## config.mk

```make
export PLATFORM = sky130hd
export DESIGN_NAME = adaptive_steering_smoother
export DESIGN_NICKNAME = d
export VERILOG_FILES = /design/src/rtl/core/assm_pkg.sv /design/src/rtl/core/assm_mul.sv /design/src/rtl/core/adaptive_steering_smoother.sv
export SDC_FILE = /design/constraint.sdc
export NUM_CORES = 2
export LEC_CHECK = 0
export BUFFER_PORTS_ARGS = -buffer_cell sky130_fd_sc_hd__buf_2
export CAP_MARGIN = 25
export CELL_PAD_IN_SITES_DETAIL_PLACEMENT = 1
export CELL_PAD_IN_SITES_GLOBAL_PLACEMENT = 2
export CORE_UTILIZATION = 42
export DETAILED_ROUTE_END_ITERATION = 8
export GPL_ROUTABILITY_DRIVEN = 1
export PLACE_DENSITY = 0.85
export SLEW_MARGIN = 20
export SYNTH_ARGS = -nofsm -noshare
export SYNTH_HDL_FRONTEND = slang
export SYNTH_SLANG_ARGS = --single-unit
```

## constraint.sdc

```tcl
create_clock -name clk_i -period 10.2 [get_ports clk_i]
set_input_delay 2.04 -clock clk_i [delete_from_list [all_inputs] [get_ports clk_i]]
set_output_delay 2.04 -clock clk_i [all_outputs]
set_load 0.02 [all_outputs]
```

## src/rtl/core/assm_pkg.sv

```systemverilog
// Shared types and constants for the adaptive steering smoother.
`default_nettype none

package assm_pkg;

  // Sequencer states of the smoother.
  typedef enum logic [2:0] {
    S_IDLE,
    S_DIV,
    S_BLEND,
    S_ALPHA,
    S_STEP,
    S_FIN
  } state_e;

  // Configuration register indexes.
  localparam int unsigned CFG_IDX_W = 2;
  localparam logic [CFG_IDX_W-1:0] CFG_GAIN_STRAIGHT = 2'd0;
  localparam logic [CFG_IDX_W-1:0] CFG_GAIN_TURN     = 2'd1;
  localparam logic [CFG_IDX_W-1:0] CFG_TURN_ANGLE    = 2'd2;

  // Controls handed from the sequencer to the shared multiplier.
  typedef struct packed {
    logic en;
    logic sel_step;
  } mul_ctrl_t;

endpackage

`default_nettype wire

```

## src/rtl/core/assm_mul.sv

```systemverilog
// Shared registered multiplier for the gain blend and the filter step.
`default_nettype none

module assm_mul #(
  parameter int unsigned STEER_WIDTH    = 16,
  parameter int unsigned GAIN_FRAC_BITS = 16
) (
  input  wire                    clk_i,
  input  assm_pkg::mul_ctrl_t    ctrl_i,
  input  wire  [GAIN_FRAC_BITS+1:0] diff_i,
  input  wire  [GAIN_FRAC_BITS:0]   ratio_i,
  input  wire  [STEER_WIDTH:0]      dmag_i,
  input  wire  [GAIN_FRAC_BITS:0]   alpha_i,
  output logic signed [((GAIN_FRAC_BITS > STEER_WIDTH) ? GAIN_FRAC_BITS : STEER_WIDTH)
                       + GAIN_FRAC_BITS + 3:0] prod_o
);

  localparam int unsigned MA = ((GAIN_FRAC_BITS > STEER_WIDTH) ? GAIN_FRAC_BITS : STEER_WIDTH)
                               + 2;
  localparam int unsigned MB = GAIN_FRAC_BITS + 2;
  localparam int unsigned PW = MA + MB;

  logic signed [GAIN_FRAC_BITS+1:0] diff_s;
  logic signed [MA-1:0] op_a;
  logic signed [MB-1:0] op_b;

  // Operand selection: the gain difference times the ratio, or alpha times the error.
  always_comb begin
    diff_s = $signed(diff_i);
    if (ctrl_i.sel_step) begin
      op_a = $signed(MA'(dmag_i));
      op_b = $signed(MB'(alpha_i));
    end else begin
      op_a = MA'(diff_s);
      op_b = $signed(MB'(ratio_i));
    end
  end

  // Product register.
  always_ff @(posedge clk_i) begin
    if (ctrl_i.en) begin
      prod_o <= PW'(op_a * op_b);
    end
  end

endmodule

`default_nettype wire

```

## src/rtl/core/adaptive_steering_smoother.sv

```systemverilog
// Adaptive steering smoother: gain-blended first-order low-pass on steering samples.
// An accepted item runs the ratio divider, one quotient bit per cycle, then the blend, alpha,
// step and finish states; the divide is skipped when the magnitude reaches the turn angle.
// The input is not ready while an item is at work, and a finished result waits for a free
// output register, so a new item is taken only after the last one is through.
// Reset loads the register defaults and clears the filter state, as does any register write.
`default_nettype none

module adaptive_steering_smoother #(
  parameter int unsigned STEER_WIDTH    = 16,
  parameter int unsigned GAIN_FRAC_BITS = 16
) (
  input  wire                          clk_i,
  input  wire                          rst_ni,
  input  wire                          in_valid_i,
  output logic                         in_ready_o,
  input  wire  signed [STEER_WIDTH-1:0] command_value_i,
  input  wire                          command_ok_i,
  input  wire  signed [STEER_WIDTH-1:0] measured_value_i,
  input  wire                          measured_ok_i,
  input  wire                          seq_first_i,
  output logic                         out_valid_o,
  input  wire                          out_ready_i,
  output logic signed [STEER_WIDTH-1:0] smoothed_value_o,
  input  wire                          cfg_we_i,
  input  wire  [assm_pkg::CFG_IDX_W-1:0] cfg_index_i,
  input  wire  [((GAIN_FRAC_BITS + 1 > STEER_WIDTH - 1) ? GAIN_FRAC_BITS + 1 : STEER_WIDTH - 1)
                - 1:0] cfg_data_i
);

  localparam int unsigned SW   = STEER_WIDTH;
  localparam int unsigned G    = GAIN_FRAC_BITS;
  localparam int unsigned GW   = G + 1;
  localparam int unsigned ANW  = SW - 1;
  localparam int unsigned MA   = ((G > SW) ? G : SW) + 2;
  localparam int unsigned PW   = MA + G + 2;
  localparam int unsigned CNTW = $clog2(G);

  // Register defaults: 0.1 straight gain, 0.5 turn gain, 0.5 rad turn angle.
  localparam logic [GW-1:0]  GS_RST = GW'((64'd6554 << G) >> 16);
  localparam logic [GW-1:0]  GT_RST = GW'(64'd1 << (G - 1));
  localparam logic [ANW-1:0] TA_RST = ANW'(64'd1 << (SW - 5));
  localparam logic [PW-1:0]  HALF   = PW'(64'd1 << (G - 1));

  assm_pkg::state_e state_q, state_d;

  logic [GW-1:0]  gs_q, gt_q;
  logic [ANW-1:0] ta_q;

  logic signed [SW-1:0] running_q, saved_q, prev_q, out_data_q;
  logic has_hist_q, first_q, out_valid_q;
  logic [SW:0]     dmag_q;
  logic            dneg_q;
  logic [ANW-1:0]  rem_q;
  logic [G:0]      quot_q;
  logic [CNTW-1:0] cnt_q;
  logic [G:0]      alpha_q;

  logic signed [PW-1:0] prod;
  assm_pkg::mul_ctrl_t  mul_ctrl;

  logic in_fire, out_slot, fin_fire, cfg_hit;

  // Sample front end: starting value, target and magnitudes.
  logic signed [SW-1:0] start_v, prev_v, target_v;
  logic [SW:0]   tneg, pneg, tmag_w, pmag_w;
  logic [SW-1:0] mag_v;
  logic signed [SW+1:0] dx;
  logic [SW+1:0] dneg_w;

  always_comb begin
    start_v  = has_hist_q ? saved_q : (measured_ok_i ? measured_value_i : '0);
    prev_v   = seq_first_i ? start_v : running_q;
    target_v = command_ok_i ? command_value_i : prev_v;
    tneg     = -{target_v[SW-1], target_v};
    pneg     = -{prev_v[SW-1], prev_v};
    tmag_w   = target_v[SW-1] ? tneg : {target_v[SW-1], target_v};
    pmag_w   = prev_v[SW-1] ? pneg : {prev_v[SW-1], prev_v};
    mag_v    = (tmag_w > pmag_w) ? tmag_w[SW-1:0] : pmag_w[SW-1:0];
    dx       = {{2{target_v[SW-1]}}, target_v} - {{2{prev_v[SW-1]}}, prev_v};
    dneg_w   = -dx;
  end

  // Restoring divider step: one quotient bit per cycle.
  logic [SW-1:0] rem_sh, rem_sub;
  logic          div_ge;

  always_comb begin
    rem_sh  = {rem_q, 1'b0};
    div_ge  = rem_sh >= SW'(ta_q);
    rem_sub = rem_sh - SW'(ta_q);
  end

  // Alpha from the blended gain, clamped at zero and rounded half up.
  logic signed [PW-1:0] blend, blend_rnd;
  logic [G:0] alpha_d;

  always_comb begin
    blend     = $signed(PW'({gs_q, {G{1'b0}}})) + prod;
    blend_rnd = blend + $signed(HALF);
    alpha_d   = blend[PW-1] ? '0 : blend_rnd[2*G:G];
  end

  // Filter step: round the scaled error, apply its sign, saturate.
  logic [PW-1:0]        step_rnd;
  logic [SW+1:0]        stepm;
  logic signed [SW+2:0] res_w;
  logic signed [SW-1:0] res_v;

  always_comb begin
    step_rnd = $unsigned(prod) + HALF;
    stepm    = step_rnd[G+SW+1:G];
    res_w    = dneg_q ? ({{3{prev_q[SW-1]}}, prev_q} - {1'b0, stepm})
                      : ({{3{prev_q[SW-1]}}, prev_q} + {1'b0, stepm});
    if (res_w[SW+2:SW-1] == '0 || res_w[SW+2:SW-1] == '1) begin
      res_v = res_w[SW-1:0];
    end else if (res_w[SW+2]) begin
      res_v = {1'b1, {(SW-1){1'b0}}};
    end else begin
      res_v = {1'b0, {(SW-1){1'b1}}};
    end
  end

  assign in_ready_o = (state_q == assm_pkg::S_IDLE);
  assign in_fire    = in_valid_i && in_ready_o;
  assign out_slot   = !out_valid_q || out_ready_i;
  assign fin_fire   = (state_q == assm_pkg::S_FIN) && out_slot;
  assign cfg_hit    = cfg_we_i && (cfg_index_i == assm_pkg::CFG_GAIN_STRAIGHT ||
                                   cfg_index_i == assm_pkg::CFG_GAIN_TURN ||
                                   cfg_index_i == assm_pkg::CFG_TURN_ANGLE);

  // Sequencer next state and multiplier controls.
  always_comb begin
    state_d           = state_q;
    mul_ctrl.en       = 1'b0;
    mul_ctrl.sel_step = 1'b0;
    unique case (state_q)
      assm_pkg::S_IDLE: begin
        if (in_valid_i) begin
          state_d = (mag_v >= SW'(ta_q)) ? assm_pkg::S_BLEND : assm_pkg::S_DIV;
        end
      end
      assm_pkg::S_DIV: begin
        if (cnt_q == CNTW'(G - 1)) begin
          state_d = assm_pkg::S_BLEND;
        end
      end
      assm_pkg::S_BLEND: begin
        mul_ctrl.en = 1'b1;
        state_d     = assm_pkg::S_ALPHA;
      end
      assm_pkg::S_ALPHA: begin
        state_d = assm_pkg::S_STEP;
      end
      assm_pkg::S_STEP: begin
        mul_ctrl.en       = 1'b1;
        mul_ctrl.sel_step = 1'b1;
        state_d           = assm_pkg::S_FIN;
      end
      assm_pkg::S_FIN: begin
        if (out_slot) begin
          state_d = assm_pkg::S_IDLE;
        end
      end
      default: state_d = assm_pkg::S_IDLE;
    endcase
  end

  // State register.
  always_ff @(posedge clk_i or negedge rst_ni) begin
    if (!rst_ni) begin
      state_q <= assm_pkg::S_IDLE;
    end else begin
      state_q <= state_d;
    end
  end

  // Configuration registers.
  always_ff @(posedge clk_i or negedge rst_ni) begin
    if (!rst_ni) begin
      gs_q <= GS_RST;
      gt_q <= GT_RST;
      ta_q <= TA_RST;
    end else if (cfg_we_i) begin
      unique case (cfg_index_i)
        assm_pkg::CFG_GAIN_STRAIGHT: gs_q <= cfg_data_i[GW-1:0];
        assm_pkg::CFG_GAIN_TURN:     gt_q <= cfg_data_i[GW-1:0];
        assm_pkg::CFG_TURN_ANGLE:    ta_q <= cfg_data_i[ANW-1:0];
        default: ;
      endcase
    end
  end

  // Filter state: cleared by reset and by register writes.
  always_ff @(posedge clk_i or negedge rst_ni) begin
    if (!rst_ni) begin
      running_q  <= '0;
      saved_q    <= '0;
      has_hist_q <= 1'b0;
    end else if (cfg_hit) begin
      running_q  <= '0;
      saved_q    <= '0;
      has_hist_q <= 1'b0;
    end else if (fin_fire) begin
      running_q <= res_v;
      if (first_q) begin
        saved_q    <= res_v;
        has_hist_q <= 1'b1;
      end
    end
  end

  // Per-item working registers and the divider.
  always_ff @(posedge clk_i) begin
    if (in_fire) begin
      prev_q  <= prev_v;
      first_q <= seq_first_i;
      dneg_q  <= dx[SW+1];
      dmag_q  <= dx[SW+1] ? dneg_w[SW:0] : dx[SW:0];
      rem_q   <= mag_v[ANW-1:0];
      cnt_q   <= '0;
      quot_q  <= (mag_v >= SW'(ta_q)) ? {1'b1, {G{1'b0}}} : '0;
    end else if (state_q == assm_pkg::S_DIV) begin
      rem_q  <= div_ge ? rem_sub[ANW-1:0] : rem_sh[ANW-1:0];
      quot_q <= {quot_q[G-1:0], div_ge};
      cnt_q  <= cnt_q + 1'b1;
    end
    if (state_q == assm_pkg::S_ALPHA) begin
      alpha_q <= alpha_d;
    end
  end

  // Output register.
  always_ff @(posedge clk_i or negedge rst_ni) begin
    if (!rst_ni) begin
      out_valid_q <= 1'b0;
    end else if (fin_fire) begin
      out_valid_q <= 1'b1;
    end else if (out_ready_i) begin
      out_valid_q <= 1'b0;
    end
  end

  always_ff @(posedge clk_i) begin
    if (fin_fire) begin
      out_data_q <= res_v;
    end
  end

  assign out_valid_o      = out_valid_q;
  assign smoothed_value_o = out_data_q;

  // Shared multiplier.
  assm_mul #(
    .STEER_WIDTH   (STEER_WIDTH),
    .GAIN_FRAC_BITS(GAIN_FRAC_BITS)
  ) u_mul (
    .clk_i  (clk_i),
    .ctrl_i (mul_ctrl),
    .diff_i ({1'b0, gt_q} - {1'b0, gs_q}),
    .ratio_i(quot_q),
    .dmag_i (dmag_q),
    .alpha_i(alpha_q),
    .prod_o (prod)
  );

endmodule

`default_nettype wire

```

==> impl_metrics.env <==
export IMPL_post_route_min_period_ns=9.54
export IMPL_setup_worst_path_end_class="flip-flop"
export IMPL_cts_max_level=1
export IMPL_num_rows=93
export IMPL_ctsHoldBuffers=0
export IMPL_crit_fanout=8
export IMPL_syn_instance_count=3018
export IMPL_grt_usage_pct=26.5
export IMPL_synth_top_family_by_area="adder cells"
export IMPL_grt_pass1_vias=24005
export IMPL_yosys_area_top_type="fa_1"
export IMPL_worstSetupPathType="flip-flop to flip-flop"
export IMPL_synthesis_area_um2=27300
export IMPL_grt_max_degree=57
export IMPL_drive_gt1_share_pct=9.32
export IMPL_finClkSkew_ns=0.0212
export IMPL_ctsResizeCount=0
export IMPL_antenna_found_initial=0
export IMPL_async_flop_share_pct=40.8
export IMPL_grt_setup_unrepaired="false"
export IMPL_cts_root_buf="clkbuf_16"
export IMPL_gp_congestion=0.920
export IMPL_ys_seq_elements=211
export IMPL_clkTransAtPathRegs_ns=0.06
export IMPL_synth_adder_area_share_pct=32.3
export IMPL_synth_mux_area_share_pct=3.86
export IMPL_drc=0
export IMPL_synth_cell_types=93
export IMPL_synth_edf_count=121
export IMPL_drv_cap=0
export IMPL_startpoint_type="flip-flop"
export IMPL_dr_total_vias=22203
export IMPL_fin_crit_sh_pct=93.5
export IMPL_cts_tree="done"
export IMPL_synth_compound_area_share_pct=12.6
export IMPL_status="completed"
export IMPL_synth_area_top_cells="fa_1, edfxtp_1, ha_1"
export IMPL_yosysWarnings=0
export IMPL_routed_wirelength_um=86100
export IMPL_portBuffers=76
export IMPL_die_area_um2=65900
export IMPL_clk_path_buf_depth=3
export IMPL_fin_setup_tns_ns=0
export IMPL_cp_required_ns=10.49
export IMPL_slew_headroom_pct=24.3
export IMPL_cts_num_sinks=211
export IMPL_pin_count=77
export IMPL_initial_utilization_pct=42.4
export IMPL_post_cts_buffers=0
export IMPL_hold_path_class="flip-flop to flip-flop"
export IMPL_critPathArrivalTime_ns=9.83
export IMPL_viasPerCell=5.63
export IMPL_drt_initial_drc_count=1157
export IMPL_synth_avg_cell_area_um2=9.03
export IMPL_regArea_um2=5880
export IMPL_synth_nets=3593
export IMPL_multi_input_area_um2=19200
export IMPL_setup_viol=0
export IMPL_ys_seq_area_share_pct=21.6
export IMPL_slowest_delay_ns=0.63
export IMPL_fmax_ghz=0.105
export IMPL_area_growth_pct=8.26
export IMPL_grt_first_pass_wirelength_um=138000
export IMPL_num_nets_final=3647
export IMPL_die_h_um=257
export IMPL_synthSimpleGateAreaFrac_pct=15.9
export IMPL_overflow=0
export IMPL_insertion_delay_ns=0.55
export IMPL_ys_flop_type="edfxtp_1"
export IMPL_report_final_slew_viol_count=0
export IMPL_numCtsBuffers=25
export IMPL_place_hpwl_um=70000
export IMPL_slowest_stage="o31a_1"
export IMPL_drt_antenna_violating_nets=0
export IMPL_n_fill_cell=7533
export IMPL_fp_dieW_um=257
export IMPL_routedWlPerCell_um=21.8
export IMPL_dr_pass1_iters=7
export IMPL_worst_slew_pin_slew_ns=1.10
export IMPL_synth_xor_area_share_pct=5.78
export IMPL_design_core_area_um2=64300
export IMPL_yosysTopAreaCellShare_pct=22.6
export IMPL_hold_violations=0
export IMPL_cpMostUsedCell="fa_1"
sequential cells by signal, summed over array words and instances (netlist names), 3 cells and up:
name,count
smoothed_value_o,16
dmag_q,17
quot_q,17
saved_q,16
ta_q,15
state_q,3
rem_q,15
alpha_q,17
running_q,16
u_mul.prod_o,21
cnt_q,4
gs_q,17
gt_q,17
prev_q,16
cells in the final DEF, fill, tap and decap left out, drive strengths merged, types with 27 or more instances in the layout:
| cell | instances |
|---|---|
| inv | 473 |
| nand2 | 315 |
| fa | 308 |
| nor2 | 290 |
| ha | 208 |
| buf | 129 |
| o21ai | 127 |
| xnor2 | 123 |
| edfxtp | 121 |
| a21oi | 106 |
| dfrtp | 77 |
| mux2 | 58 |
| xor2 | 54 |
| nand2b | 44 |
| and2 | 43 |
| and3 | 41 |
| mux2i | 40 |
| nand3 | 39 |
| a21o | 37 |
| a31oi | 37 |
| nor3 | 33 |
| o21a | 31 |
| nand4 | 29 |
| clkbuf | 27 |
synthesized netlist by cell type, types with 14 or more instances:
cell type,n
o21ai_0,100
xnor2_1,122
o21ai_1,27
a31oi_1,37
and2_1,43
nor2_1,289
edfxtp_1,121
mux2_2,58
o21a_1,31
a21o_1,37
xor2_1,53
a21oi_1,106
inv_1,464
mux2i_1,40
nand3_1,38
fa_1,308
nand3b_1,20
o31ai_1,19
clkbuf_1,83
nand2b_1,44
nor4_1,14
nor2b_1,14
nand4_1,28
ha_1,208
nor3_1,32
or2_2,14
and3_1,41
nand2_1,315
dfrtp_1,77
routing by layer:
| layer | GRT usage, % | routed length [um] | share of wire, % | vias to the layer above |
|---|---|---|---|---|
| met5 | 0 | 0 | 0 | - |
| met4 | 8.45 | 2790 | 3.2 | 0 |
| met3 | 1.72 | 3630 | 4.2 | 114 |
| met2 | 45.6 | 41900 | 49 | 497 |
| met1 | 35.6 | 37700 | 44 | 11437 |
| li1 | - | - | - | 10155 |
final cells by class:
class	count	area share [%]
inverter	466	5.93
sequential	211	19.9
clock inverter	19	0.420
tap	855	3.62
timing repair buffer	129	2.66
clock buffer	27	2.25
antenna	1	0.00848
multi-input combinational	2239	65.2
path summary, 6_finish.rpt:
check,end,slack (ns),startpoint,cells after the start
setup / recovery,u_mul.prod_o[35]$_DFFE_PP_,0.66,gs_q[0]$_DFFE_PN0P_,34
hold / removal,saved_q[6]$_DFFE_PN0P_,0.49,saved_q[6]$_DFFE_PN0P_,2
setup reg to reg,u_mul.prod_o[35]$_DFFE_PP_,0.66,gs_q[0]$_DFFE_PN0P_,34
hold reg to reg,saved_q[6]$_DFFE_PN0P_,0.49,saved_q[6]$_DFFE_PN0P_,2
max in group asynchronous,gt_q[16]$_DFFE_PN0P_,7.63,rst_ni,2
min in group asynchronous,saved_q[13]$_DFFE_PN0P_,1.44,rst_ni,1
critical path: cells and delay by family, from the launching register on:
family / cells / cell delay [ns]
buffers and inverters: 7 / 0.49
AO/OA/AOI/OAI: 14 / 3.80
XOR/XNOR: 1 / 0.09
adder cells (fa/ha/maj): 9 / 4.00
AND/OR/NAND/NOR: 3 / 0.48
flip-flops: 1 / 0.40
through the flow:
| stage | setup WS [ns] | cells | hold slack [ns] | area [um^2] | utilization [%] |
|---|---|---|---|---|---|
| 2_1_floorplan | 1.94 | 3018 | 0.450 | 27300 | - |
| 3_3_place_gp | 1.11 | 3896 | 0.469 | 28700 | 44.6 |
| 3_5_place_dp | 0.751 | 3899 | 0.478 | 28700 | 44.6 |
| 4_1_cts | 0.702 | 3945 | 0.491 | 29500 | 45.8 |
| 5_1_grt | 0.0188 | 3946 | 0.518 | 29500 | 45.9 |
| 6_report | 0.659 | 3947 | 0.487 | 29500 | 45.9 |
cells by family (layout without fill, tap and decap cells):
logic type / count (synthesis) / in the layout
simple gates: 928 / 928
mux: 98 / 98
buf+inv: 568 / 641
flops: 211 / 211
xor+xnor: 177 / 177
other cells: 2 / 3
fa+ha+maj: 521 / 521
compound gates: 513 / 513
Power is left out: the tool's default activity adds up to more than one toggle a clock period on the data nets, which glitch-free logic cannot reach.
